--- src/rtl/mpfm_pkg.sv ---
package mpfm_pkg;

  localparam int IN_DATA_W  = 24;
  localparam int OUT_DATA_W = 64;
  localparam int OUT_USER_W = 3;
  localparam int CFG_IDX_W  = 2;
  localparam int CFG_DATA_W = 24;

  localparam int FREQ_W = 24;
  localparam int TS_W   = 16;
  localparam int CNT_W  = 8;

  // rate * (count - 1) + dt / 2 needs 33 bits
  localparam int NUM_W  = 33;
  localparam int DIV_W  = 16;
  localparam int ITER_W = $clog2(NUM_W + 1);

  localparam logic [CNT_W-1:0]  FAST_COUNT = 8'd64;
  localparam logic [CNT_W-1:0]  MIN_COUNT  = 8'd2;
  localparam logic [FREQ_W-1:0] FREQ_MAX   = 24'hFFFFFF;

  localparam logic [CFG_IDX_W-1:0] REG_RATE    = 2'd0;
  localparam logic [CFG_IDX_W-1:0] REG_IDLE    = 2'd1;
  localparam logic [CFG_IDX_W-1:0] REG_SAMPLE  = 2'd2;

  localparam logic [FREQ_W-1:0] RATE_RST   = 24'd131072;
  localparam logic [TS_W-1:0]   IDLE_RST   = 16'd8192;
  localparam logic [TS_W-1:0]   SAMPLE_RST = 16'd1638;

  typedef struct packed {
    logic busy;
    logic done;
  } div_stat_t;

endpackage

--- src/rtl/mpfm_div.sv ---
module mpfm_div (
  input  logic                       clk,
  input  logic                       rst,
  input  logic                       start,
  input  logic [mpfm_pkg::NUM_W-1:0] numerator,
  input  logic [mpfm_pkg::DIV_W-1:0] divisor,
  output logic [mpfm_pkg::NUM_W-1:0] quotient,
  output mpfm_pkg::div_stat_t        stat
);
  import mpfm_pkg::*;

  logic [NUM_W-1:0]  num_sh;
  logic [DIV_W-1:0]  div_r;
  logic [DIV_W-1:0]  rem;
  logic [ITER_W-1:0] iter;
  logic [DIV_W:0]    trial;
  logic [DIV_W:0]    diff;
  logic              ge;

  // restoring division, one quotient bit per cycle, MSB first
  assign trial = {rem, num_sh[NUM_W-1]};
  assign diff  = trial - {1'b0, div_r};
  assign ge    = (trial >= {1'b0, div_r});

  always_ff @(posedge clk) begin
    if (rst) begin
      stat.busy <= 1'b0;
      stat.done <= 1'b0;
    end else begin
      stat.done <= 1'b0;
      if (start) begin
        num_sh    <= numerator;
        div_r     <= divisor;
        rem       <= '0;
        iter      <= ITER_W'(NUM_W);
        stat.busy <= 1'b1;
      end else if (stat.busy) begin
        num_sh   <= {num_sh[NUM_W-2:0], 1'b0};
        rem      <= ge ? diff[DIV_W-1:0] : trial[DIV_W-1:0];
        quotient <= {quotient[NUM_W-2:0], ge};
        iter     <= iter - 1'b1;
        if (iter == ITER_W'(1)) begin
          stat.busy <= 1'b0;
          stat.done <= 1'b1;
        end
      end
    end
  end

endmodule

--- src/rtl/multichannel_pulse_frequency_meter.sv ---
// Per-channel reciprocal frequency meter.
// Input stream: s_tuser is the item kind (0 = captured edge, 1 = service poll),
// s_tdata carries the channel and a 16-bit timer value. Each input transfer
// gives exactly one result transfer on the m_ side: channel, stored frequency,
// edge total, age since the last update and the updated/zeroed/early flags.
// Configuration (rate, idle timeout, sample time) is written through the cfg
// channel, which is always ready; write it only while the block is idle.
// Flow: an edge or a non-measuring poll passes through ST_EVAL and ST_OUT
// before m_tvalid rises. A measuring poll adds ST_MUL (one multiply step),
// ST_START and ST_WAIT, where a bit-serial divider works through the 33-bit
// numerator bit by bit. s_tready is low while an item is in work, so a new
// item is taken only after the last one has reached the output register.
// The result sits in an output register; a new item is taken while it waits,
// and the block stalls only when a second result is ready before the first
// has been taken.
// Reset clears all channel state, loads the default configuration and drops
// m_tvalid.
module multichannel_pulse_frequency_meter #(
  parameter int CHANNELS = 4
) (
  input  logic                            clk,
  input  logic                            rst,
  input  logic                            s_tvalid,
  output logic                            s_tready,
  input  logic [mpfm_pkg::IN_DATA_W-1:0]  s_tdata,  // channel[1:0], timestamp[17:2]
  input  logic                            s_tuser,  // mode
  output logic                            m_tvalid,
  input  logic                            m_tready,
  // channel_out[1:0], frequency[25:2], edges_seen[41:26], age[57:42]
  output logic [mpfm_pkg::OUT_DATA_W-1:0] m_tdata,
  output logic [mpfm_pkg::OUT_USER_W-1:0] m_tuser,  // updated, zeroed, early_request
  input  logic                            cfg_valid,
  output logic                            cfg_ready,
  input  logic [mpfm_pkg::CFG_IDX_W-1:0]  cfg_index,
  input  logic [mpfm_pkg::CFG_DATA_W-1:0] cfg_data
);
  import mpfm_pkg::*;

  localparam int CH_W = (CHANNELS > 1) ? $clog2(CHANNELS) : 1;

  typedef enum logic [5:0] {
    ST_IDLE  = 6'b000001,
    ST_EVAL  = 6'b000010,
    ST_MUL   = 6'b000100,
    ST_START = 6'b001000,
    ST_WAIT  = 6'b010000,
    ST_OUT   = 6'b100000
  } state_t;

  state_t state;

  logic [FREQ_W-1:0] rate;
  logic [TS_W-1:0]   idle_timeout;
  logic [TS_W-1:0]   sample_time;

  logic [TS_W-1:0]   edge_total      [CHANNELS];
  logic [TS_W-1:0]   base_time       [CHANNELS];
  logic [CNT_W-1:0]  sample_count    [CHANNELS];
  logic [TS_W-1:0]   last_capture    [CHANNELS];
  logic [FREQ_W-1:0] frequency_store [CHANNELS];
  logic [TS_W-1:0]   last_update     [CHANNELS];

  logic              item_mode;
  logic [1:0]        item_ch;
  logic [TS_W-1:0]   item_ts;
  logic              item_ok;
  logic [CH_W-1:0]   idx;

  logic [CNT_W-1:0]  cnt_m1;
  logic [DIV_W-1:0]  dt_r;
  logic [31:0]       prod;
  logic              upd;
  logic              zer;
  logic              early;

  logic [1:0]        out_ch;
  logic [FREQ_W-1:0] out_freq;
  logic [TS_W-1:0]   out_edges;
  logic [TS_W-1:0]   out_age;
  logic              out_upd;
  logic              out_zer;
  logic              out_early;

  logic [CNT_W-1:0]  cur_sc;
  logic [TS_W-1:0]   cur_dt;
  logic [TS_W-1:0]   since_base;
  logic [TS_W-1:0]   since_upd;
  logic              fast_path;
  logic              slow_path;
  logic              idle_hit;

  logic              div_start;
  logic [NUM_W-1:0]  div_num;
  logic [NUM_W-1:0]  div_quo;
  div_stat_t         div_stat;
  logic [FREQ_W-1:0] q_sat;

  assign cfg_ready = 1'b1;
  assign s_tready  = (state == ST_IDLE);

  assign cur_sc     = sample_count[idx];
  assign cur_dt     = last_capture[idx] - base_time[idx];
  assign since_base = item_ts - base_time[idx];
  assign since_upd  = item_ts - last_update[idx];
  assign fast_path  = (cur_sc > FAST_COUNT);
  assign slow_path  = (cur_sc >= MIN_COUNT) && !fast_path && (since_base >= sample_time);
  assign idle_hit   = (cur_sc < MIN_COUNT) && (since_upd >= idle_timeout);

  assign div_start = (state == ST_START);
  assign div_num   = {1'b0, prod} + NUM_W'(dt_r[DIV_W-1:1]);
  assign q_sat     = (|div_quo[NUM_W-1:FREQ_W]) ? FREQ_MAX : div_quo[FREQ_W-1:0];

  mpfm_div u_div (
    .clk       (clk),
    .rst       (rst),
    .start     (div_start),
    .numerator (div_num),
    .divisor   (dt_r),
    .quotient  (div_quo),
    .stat      (div_stat)
  );

  always_ff @(posedge clk) begin
    if (rst) begin
      rate         <= RATE_RST;
      idle_timeout <= IDLE_RST;
      sample_time  <= SAMPLE_RST;
    end else if (cfg_valid && cfg_ready) begin
      case (cfg_index)
        REG_RATE:   rate         <= cfg_data;
        REG_IDLE:   idle_timeout <= cfg_data[TS_W-1:0];
        REG_SAMPLE: sample_time  <= cfg_data[TS_W-1:0];
        default:    ;
      endcase
    end
  end

  always_ff @(posedge clk) begin
    if (rst) begin
      state    <= ST_IDLE;
      m_tvalid <= 1'b0;
      for (int i = 0; i < CHANNELS; i++) begin
        edge_total[i]      <= '0;
        base_time[i]       <= '0;
        sample_count[i]    <= '0;
        last_capture[i]    <= '0;
        frequency_store[i] <= '0;
        last_update[i]     <= '0;
      end
    end else begin
      // ST_OUT reloads the output register itself
      if (m_tvalid && m_tready && state != ST_OUT) begin
        m_tvalid <= 1'b0;
      end
      case (state)
        ST_IDLE: begin
          if (s_tvalid) begin
            item_mode <= s_tuser;
            item_ch   <= s_tdata[1:0];
            item_ts   <= s_tdata[17:2];
            item_ok   <= (32'(s_tdata[1:0]) < CHANNELS);
            idx       <= CH_W'(s_tdata[1:0]);
            upd       <= 1'b0;
            zer       <= 1'b0;
            early     <= 1'b0;
            state     <= ST_EVAL;
          end
        end
        ST_EVAL: begin
          state <= ST_OUT;
          if (item_ok) begin
            if (!item_mode) begin
              last_capture[idx] <= item_ts;
              sample_count[idx] <= cur_sc + 1'b1;
              edge_total[idx]   <= edge_total[idx] + 1'b1;
              early             <= cur_sc[CNT_W-1];
              if (cur_sc == '0) begin
                base_time[idx] <= item_ts;
              end
            end else if (fast_path || slow_path) begin
              base_time[idx]    <= last_capture[idx];
              sample_count[idx] <= CNT_W'(1);
              cnt_m1            <= cur_sc - 1'b1;
              dt_r              <= cur_dt;
              // zero interval leaves frequency and update time alone
              if (cur_dt != '0) begin
                state <= ST_MUL;
              end
            end else if (idle_hit) begin
              sample_count[idx]    <= '0;
              frequency_store[idx] <= '0;
              last_update[idx]     <= item_ts;
              zer                  <= 1'b1;
            end
          end
        end
        ST_MUL: begin
          prod  <= 32'(rate) * 32'(cnt_m1);
          state <= ST_START;
        end
        ST_START: begin
          state <= ST_WAIT;
        end
        ST_WAIT: begin
          if (div_stat.done) begin
            frequency_store[idx] <= q_sat;
            last_update[idx]     <= item_ts;
            upd                  <= 1'b1;
            state                <= ST_OUT;
          end
        end
        ST_OUT: begin
          if (!m_tvalid || m_tready) begin
            m_tvalid  <= 1'b1;
            out_ch    <= item_ch;
            out_freq  <= item_ok ? frequency_store[idx] : '0;
            out_edges <= item_ok ? edge_total[idx] : '0;
            out_age   <= item_ok ? since_upd : '0;
            out_upd   <= upd;
            out_zer   <= zer;
            out_early <= early;
            state     <= ST_IDLE;
          end
        end
        default: state <= ST_IDLE;
      endcase
    end
  end

  assign m_tdata = {6'b0, out_age, out_edges, out_freq, out_ch};
  assign m_tuser = {out_early, out_zer, out_upd};

endmodule

--- config.mk ---
export PLATFORM = sky130hd
export DESIGN_NAME = multichannel_pulse_frequency_meter
export DESIGN_NICKNAME = d
export VERILOG_FILES = /design/src/rtl/mpfm_pkg.sv /design/src/rtl/mpfm_div.sv /design/src/rtl/multichannel_pulse_frequency_meter.sv
export SDC_FILE = /design/constraint.sdc
export NUM_CORES = 1
export LEC_CHECK = 0
export ABC_CLOCK_PERIOD_IN_PS = 16400
export BUFFER_PORTS_ARGS = -buffer_cell sky130_fd_sc_hd__buf_2
export CORE_ASPECT_RATIO = 1.5
export CORE_MARGIN = 1.5
export CORE_UTILIZATION = 40
export DETAILED_ROUTE_END_ITERATION = 12
export GPL_ROUTABILITY_DRIVEN = 0
export REMOVE_ABC_BUFFERS = 1
export SLEW_MARGIN = 20
export SYNTH_ARGS = -nofsm -noshare
export SYNTH_HDL_FRONTEND = slang
export SYNTH_HIERARCHICAL = 1
export SYNTH_SLANG_ARGS = --single-unit
export TNS_END_PERCENT = 100
--- constraint.sdc ---
create_clock -name clk -period 16.4 [get_ports clk]
set_input_delay 1.64 -clock clk [delete_from_list [all_inputs] [get_ports clk]]
set_output_delay 1.64 -clock clk [all_outputs]
set_load 0.03 [all_outputs]
==> results of run 1 <==
## kinds of logic (layout without fill, tap and decap cells)
group / count (synthesis) / in the layout / share of synthesized area [%]
fa+ha+maj: 304 / 304 / 12.5
mux: 132 / 132 / 6.64
compound gates: 497 / 497 / 9.10
buf+inv: 484 / 598 / 4.98
flops: 694 / 694 / 52.2
simple gates: 998 / 998 / 11.9
other cells: 2 / 8 / 0.0195
xor+xnor: 116 / 116 / 2.63
## through the flow
stage | std cells | worst slack (ps) | hold WS [ps] | cell area [um2]
after floorplan | 3070 | 6090 | 400 | 37900
after global placement | 4487 | 8160 | 402 | 40500
after detailed placement | 4487 | 8080 | 431 | 40500
after CTS | 4615 | 8060 | 427 | 42700
after global routing | 4616 | 7720 | 437 | 42700
final | 4616 | 8260 | 430 | 42700
## synth_stat cells (all sizes together) (14+ instances only)
| cell | count | area share (%) |
|---|---|---|
| nor2b | 17 | 0.28 |
| nand2 | 304 | 3.0 |
| or3 | 14 | 0.23 |
| nor2 | 361 | 3.5 |
| inv | 320 | 3.1 |
| o21ai | 77 | 1.0 |
| a21o | 37 | 0.73 |
| and3 | 27 | 0.44 |
| mux4 | 96 | 5.6 |
| edfxtp | 627 | 49 |
| nand4 | 17 | 0.31 |
| ha | 167 | 5.4 |
| a211oi | 66 | 1.7 |
| a32oi | 16 | 0.36 |
| xor2 | 38 | 0.86 |
| clkbuf | 108 | 1.1 |
| a21oi | 146 | 1.9 |
| o21a | 25 | 0.49 |
| buf | 54 | 0.77 |
| nor3 | 45 | 0.60 |
| nand3 | 45 | 0.61 |
| xnor2 | 78 | 1.8 |
| and2 | 93 | 1.5 |
| dfxtp | 67 | 3.5 |
| nand2b | 24 | 0.39 |
| o211ai | 17 | 0.37 |
| fa | 137 | 7.1 |
| mux2 | 34 | 0.99 |
| nor4 | 14 | 0.27 |
## final cells by class
type,instances,area (um2)
diodes,1,2.50
inverters,322,1210
clock buffers,86,1900
multi-input cells,2054,16700
well taps,1269,1590
flip-flops and latches,694,20200
fillers,8942,52900
clock inverters,42,353
repair buffers,148,833
## routing by layer
layer	global-route usage, %	wire length (um)
met2	37.3	52100
met3	2.84	3950
met1	21.0	35800
met4	7.66	3130
met5	0	31
## worst max-delay path by stage
stage / cells past startpoint / endpoint / slack, ps
2_1_floorplan: 19 / frequency_store[0][0] / 6090
3_3_place_gp: 22 / base_time[1][3] / 8160
3_5_place_dp: 22 / base_time[2][4] / 8080
4_1_cts: 22 / base_time[2][1] / 8060
5_1_grt: 22 / base_time[2][1] / 7720
6_report: 22 / base_time[2][2] / 8260
## registers in the layout, summed over array words and instances, names as in the netlist, 6 cells and up, named ones only
signal	cells
sample_time	16
frequency_store	96
base_time	64
idle_timeout	16
last_capture	64
last_update	64
u_div/num_sh	33
u_div/quotient	33
u_div/div_r	16
state	6
out_edges	16
item_ts	16
prod	32
out_age	16
edge_total	64
dt_r	16
cnt_m1	8
rate	24
out_freq	24
sample_count	32
u_div/iter	6
u_div/rem	16
## power groups by stage
stage | logic [uW] | registers, uW | clock network [uW]
2_1_floorplan | 385 | 2040 | 0
3_3_place_gp | 552 | 2040 | 0
3_5_place_dp | 560 | 2050 | 0
4_1_cts | 563 | 2010 | 1630
5_1_grt | 616 | 2010 | 1680
6_report | 556 | 2010 | 1590
==> metrics.yaml, run 1 <==
status: "completed"
p_comb_share_pct: 13.4
finalSetupViolations: 0
clk_latency_ps: 660
globalRouteOverflowTotal: 0
ff2ff_setup_slack_ps: 8260
ir_drop_uv: 94.8
path_buf_inv: 2
start_kind: "flop"
timing.critical_path.mode_cell: "a21o_1"
clock_sinks: 694
drv_cap: 0
power.density_nw_per_um2: 97.3
row_count: 139
crit_required_ps: 16560
p_total_uw: 4160
ys_seq_area_share_pct: 52.2
finalMaxSlewViolations: 0
vias_per_cell: 5.35
crit_path_top_delay_cell: "o211ai_2"
ys_seq_elements: 694
cts.path.max_buffers: 3
h-tree-depth: 3
final_antenna_net_count: 0
syn_area_um2: 38600
end_kind: "flop"
finalSetupTns_ps: 0
rsz0062_at_grt: "no"
power.leakage_uw: 0.0167
holdCritStartpoint: "u_div/quotient[21]"
switching_share_pct: 26.0
hold_path_class: "flop to flop"
dr.pass1.iters: 5
post_cts_buffers: 0
drt_wl_total_mm: 95.0
die_height_um: 384
grt_max_degree: 76
dp_hpwl_mm: 66.8
critPathMaxStageDelay_ps: 840
worst_pin_slew_ps: 1060
critPathMaxFanout: 35
switchingPower_uw: 1080
ctsResizeCount: 0
path_delay_family: "compound AO/OA/AOI/OAI gates"
drive_gt1_share_pct: 14.4
hold_viol_final: 0
grt_first_pass_wirelength_mm: 146
fmax_ghz: 0.123
fin_crit_ps: 8140
fin_util_pct: 44.7
async_flop_share_pct: 0
fin_crit_sh_pct: 49.6
drc: 0
path_clk_slew_ps: 60
grt_antenna_before_repair: 5
grt_usage_pct: 19.3
wire_per_inst_um: 20.6
drt_iter0_drc: 1449
final_cell_mix: "edfxtp_1 (627), nor2_1 (356), inv_1 (318)"
vias: 24710
maxSlewHeadroom_pct: 29.3
synth_edf_count: 627
syn2layout_area_growth_pct: 10.6
cts_inserted_buffers: 71
nets: 3651
clockPowerShare_pct: 38.3
die-area_um2: 98400
initial_core_util_pct: 40.4
criticalPathCategory: "flop to flop"
core_um2: 95700
r2r-end: "base_time[2][2]"
ys_types: 91
cts_tree: "done"
reg2regPathDepth: 22
clockRootBuffer: "clkbuf_16"
min_delay_worst_endpoint: "u_div/quotient[22]"
final_common_cell: "edfxtp_1"
netlist_instances: 3227
grt_pass1_vias: 25444
avgSynthCellArea_um2: 12.0
die_w_um: 257
ios: 126
yosys_most_used_dff: "edfxtp_1"
fin_worst_skew_ps: 36.8
worstPathArrival_ps: 8300
intPower_uw: 3070
port_buffers: 112
path_cells: "buf_4, mux4_2, ha_1, inv_1, fa_1, a21o_1, a21o_1, a21o_1, a21oi_1, o21ai_0, a41oi_1, nor4_1, a311o_1, ha_1, and4_1, and3_1, a22o_1, a211o_1, a31oi_1, o22ai_2, o211ai_2, nand2b_1"
seqPwrFrac_pct: 48.3
yosysWarnings: 6
holdPathStages: 0
cts_hold_buf: 0
Note: power is estimated with default switching activity, not from simulation.
==> run 2: changes to the inputs <==
ABC_CLOCK_PERIOD_IN_PS = 6600   (was 16400)
clock period = 6.6 ns   (was 16.4 ns; I/O delays follow)
==> run 2 against run 1 <==
Effect of this change: count of clock-buffer cells in the layout fell by 4; non-clock buffer count rose by 56; die area did not move; register-to-register slack got worse by 7700 ps; sequential power rose by 150%; hold slack got worse by 240 ps; combinational power rose to 2.6 times the previous value; utilization rose by 0.72 points.
==> metrics.yaml, run 2 (synthesis gave the netlist of run 1 again) <==
top_register: "frequency_store"
final_antenna_net_count: 0
fin_crit_sh_pct: 91.9
status: "completed"
die_height_um: 384
vias: 24809
hold_ws_ps: 186
start_kind: "flop"
cts.path.max_buffers: 3
finalSetupViolations: 0
hold_path_class: "input pin to flop"
wl_met2_mm: 53.0
drive_gt1_share_pct: 15.8
cts_tree: "done"
setup_slack_ps: 536
crit_path_top_delay_cell: "and2_1"
nets: 3703
dr.pass1.iters: 7
hold_viol_final: 0
ctsResizeCount: 0
final.fill_count: 8901
drv_cap: 0
top_layer: "met5"
row_count: 139
worst_pin_slew_ps: 1000
finalMaxSlewViolations: 0
grt_max_degree: 65
die-area_um2: 98400
core_um2: 95700
wl_met3_mm: 3.94
grt_usage_pct: 19.5
critPathMaxStageDelay_ps: 880
rsz0062_at_grt: "no"
grt_first_pass_wirelength_mm: 148
worstPathArrival_ps: 6330
port_buffers: 112
place_ws_ps: 527
grt_pass1_vias: 25875
fin_worst_skew_ps: 30.2
path_cells: "mux4_2, ha_1, inv_1, fa_1, a21o_1, a21o_1, a21o_1, a21oi_1, o21ai_0, a41oi_1, nor4_1, a311o_1, ha_1, and4_1, and3_1, a22o_1, a211o_1, a31oi_1, buf_4, o22ai_2, and2_1"
power.density_nw_per_um2: 242
end_kind: "flop"
drt_iter0_drc: 1333
fin_util_pct: 45.4
ir_drop_uv: 235
ios: 126
clock_sinks: 694
grt_antenna_before_repair: 5
clockRootBuffer: "clkbuf_16"
cts_inserted_buffers: 67
final_common_cell: "edfxtp_1"
timing.critical_path.mode_cell: "a21o_1"
dp_hpwl_mm: 69.3
critPathMaxFanout: 25
drt_wl_total_mm: 95.2
final_cell_mix: "edfxtp_1 (627), nor2_1 (357), inv_1 (318)"
globalRouteOverflowTotal: 0
drc: 0
power.leakage_uw: 0.0170
largest_reg_flops: 96
p_total_uw: 10500
initial_core_util_pct: 40.4
cts_hold_buf: 0
maxSlewHeadroom_pct: 33.3
syn2layout_area_growth_pct: 12.4
vias_per_cell: 5.32
wire_per_inst_um: 20.4
h-tree-depth: 3
crit_required_ps: 6870
path_clk_slew_ps: 60
post_cts_buffers: 0
fin_crit_ps: 6060
finalSetupTns_ps: 0
fmax_ghz: 0.165
die_w_um: 257
criticalPathCategory: "flop to flop"
clk_latency_ps: 660
wl_met1_mm: 35.5
-- run 2: per-stage QoR --
stage          area [um2]  instances
3_5_place_dp        41100       4543
5_1_grt             43400       4665
4_1_cts             43400       4665
3_3_place_gp        41100       4543
2_1_floorplan       37900       3070
6_report            43400       4666
-- run 2: layer usage --
layer	GRT usage, %	up-vias
met4	6.99	4
li1	-	11646
met3	2.86	151
met1	21.0	12475
met2	38.1	533
met5	0	-
-- run 2: critical path, delay by kind of cell, from the launching register on --
kind | cells | cell delay [ps]
DFF | 1 | 400
AOI/OAI and AO/OA | 11 | 2400
adders and majority gates | 3 | 890
and+or+nand+nor | 4 | 1360
muxes | 1 | 400
buffers and inverters | 2 | 240
-- run 2: final timing paths --
| path | start | end | slack (ps) | cells past startpoint |
|---|---|---|---|---|
| worst min register to register | dt_r[0] | u_div/div_r[0] | 430 | 0 |
| worst max register to register | flop | dt_r[4] | 540 | 21 |
| worst max-delay path | flop | dt_r[4] | 540 | 21 |
| worst min-delay path | s_tdata[14] | item_ts[12] | 190 | 1 |
-- run 2: layout make-up --
| class | instances | area (um2) | share of cell area, % |
|---|---|---|---|
| Antenna cell | 1 | 2.50 | 0.00577 |
| Clock buffer | 82 | 1850 | 4.26 |
| Clock inverter | 40 | 457 | 1.05 |
| Inverter | 322 | 1210 | 2.79 |
| Multi-Input combinational cell | 2054 | 16600 | 38.4 |
| Sequential cell | 694 | 20200 | 46.5 |
| Tap cell | 1269 | 1590 | 3.66 |
| Timing Repair Buffer | 204 | 1470 | 3.38 |
-- run 2: power breakdown --
group          total [uW]  internal (uW)  switching [uW]
Sequential           4980           4910            69.7
Combinational        1430            570             857
Clock                4080           2330            1750
==> run 3: changes to the inputs <==
MAX_ROUTING_LAYER = met4   (was unset)
==> run 3 against run 2 <==
Effect of this change: global-route usage rose by 0.59 points; sequential power hardly changed; clock skew barely moved; clock power about the same; critical path depth did not move.
==> metrics.yaml, run 3 (synthesis gave the netlist of run 1 again) <==
dp_hpwl_mm: 69.3
port_buffers: 112
final.fill_count: 8900
path_clk_slew_ps: 60
core_um2: 95700
rsz0062_at_grt: "no"
dr.pass1.iters: 7
clk_latency_ps: 660
clockRootBuffer: "clkbuf_16"
ctsResizeCount: 0
power.density_nw_per_um2: 241
die_height_um: 384
globalRouteOverflowTotal: 0
drv_cap: 0
ir_drop_uv: 235
cts.path.max_buffers: 3
vias_per_cell: 5.32
end_kind: "flop"
post_cts_buffers: 0
finalMaxSlewViolations: 0
holdPathStages: 1
drt_wl_total_mm: 95.2
holdCritStartpoint: "s_tdata[5]"
hold_path_class: "input pin to flop"
fin_crit_sh_pct: 92.0
worstPathArrival_ps: 6340
finalSetupViolations: 0
status: "completed"
drive_gt1_share_pct: 15.8
final_antenna_net_count: 0
ff2ff_setup_slack_ps: 530
fin_crit_ps: 6070
cts_tree: "done"
grt_antenna_before_repair: 5
top_register: "frequency_store"
maxSlewHeadroom_pct: 33.2
r2r-end: "dt_r[4]"
power.leakage_uw: 0.0170
grt_usage_pct: 20.1
cts_inserted_buffers: 67
clock_sinks: 694
drt_iter0_drc: 1476
final_cell_area_um2: 43400
final_cells: 4668
place_area_um2: 41100
die-area_um2: 98400
grt_max_degree: 65
cts_hold_buf: 0
largest_reg_flops: 96
grt_pass1_vias: 25874
die_w_um: 257
hold_viol_final: 0
ios: 126
initial_core_util_pct: 40.4
grt_first_pass_wirelength_mm: 148
critPathMaxFanout: 25
h-tree-depth: 3
wire_per_inst_um: 20.4
criticalPathCategory: "flop to flop"
crit_required_ps: 6870
fmax_ghz: 0.165
min_delay_worst_endpoint: "item_ts[3]"
final_common_cell: "edfxtp_1"
nets: 3703
fin_worst_skew_ps: 29.8
worst_pin_slew_ps: 1000
start_kind: "flop"
final_cell_mix: "edfxtp_1 (627), nor2_1 (357), inv_1 (318)"
syn2layout_area_growth_pct: 12.4
hold_ws_ps: 185
drc: 0
vias: 24846
row_count: 139
dp.cells: 4543
reg2regPathDepth: 21
run 3: changes by cell type in the layout (fill, tap and decap cells not counted):
| cell | previous run | this run |
|---|---|---|
| diode_2 | 1 | 3 |
run 3: cell type report:
| cell class | count | area [um2] | area share (%) |
|---|---|---|---|
| timing repair buffer | 204 | 1470 | 3.38 |
| tap | 1269 | 1590 | 3.66 |
| inverter | 322 | 1210 | 2.78 |
| clock buffer | 82 | 1850 | 4.26 |
| sequential | 694 | 20200 | 46.5 |
| multi-input combinational | 2054 | 16600 | 38.4 |
| clock inverter | 40 | 457 | 1.05 |
| antenna | 3 | 7.51 | 0.0173 |
run 3: report_power, final:
part	leakage [uW]	internal [uW]	switching, uW
registers	0.00670	4910	69.9
logic	0.00920	570	858
clock network	0.00113	2330	1740
total	0.0170	7810	2670
run 3: how the worst max path moves through the flow:
stage,startpoint,to,cells past startpoint
floorplan,flop,frequency_store[0][0],19
global placement,flop,cnt_m1[6],21
detailed placement,flop,cnt_m1[7],21
CTS,flop,cnt_m1[7],21
global route,flop,dt_r[4],21
finish,flop,dt_r[4],21
run 3: per-layer routing:
metal	vias up	GRT usage, %	part of all wire (%)	wire length, um
met4	0	6.86	2.7	2600
li1	11652	-	-	-
met3	145	2.86	4.7	4440
met2	577	38.2	56	53100
met1	12472	20.9	37	35000
met5	-	-	0	0
run 3: through the flow:
step	setup TNS, ps	util, %	worst slack, ps	power, uW
3_3_place_gp	0	43.0	578	6500
4_1_cts	0	45.4	530	10600
6_report	0	45.4	531	10500
3_5_place_dp	0	43.0	527	6510
2_1_floorplan	-1152530	-	-3710	6030
5_1_grt	0	45.4	188	10900
run 3: critical path, cell delays in order (launching register included):
cell and delay (ps):
dfxtp_4 400, mux4_2 400, ha_1 170, inv_1 60, fa_1 430, a21o_1 180, a21o_1 200, a21o_1 190
a21oi_1 210, o21ai_0 210, a41oi_1 380, nor4_1 80, a311o_1 330, ha_1 290, and4_1 220, and3_1 190
a22o_1 130, a211o_1 100, a31oi_1 50, buf_4 180, o22ai_2 420, and2_1 880
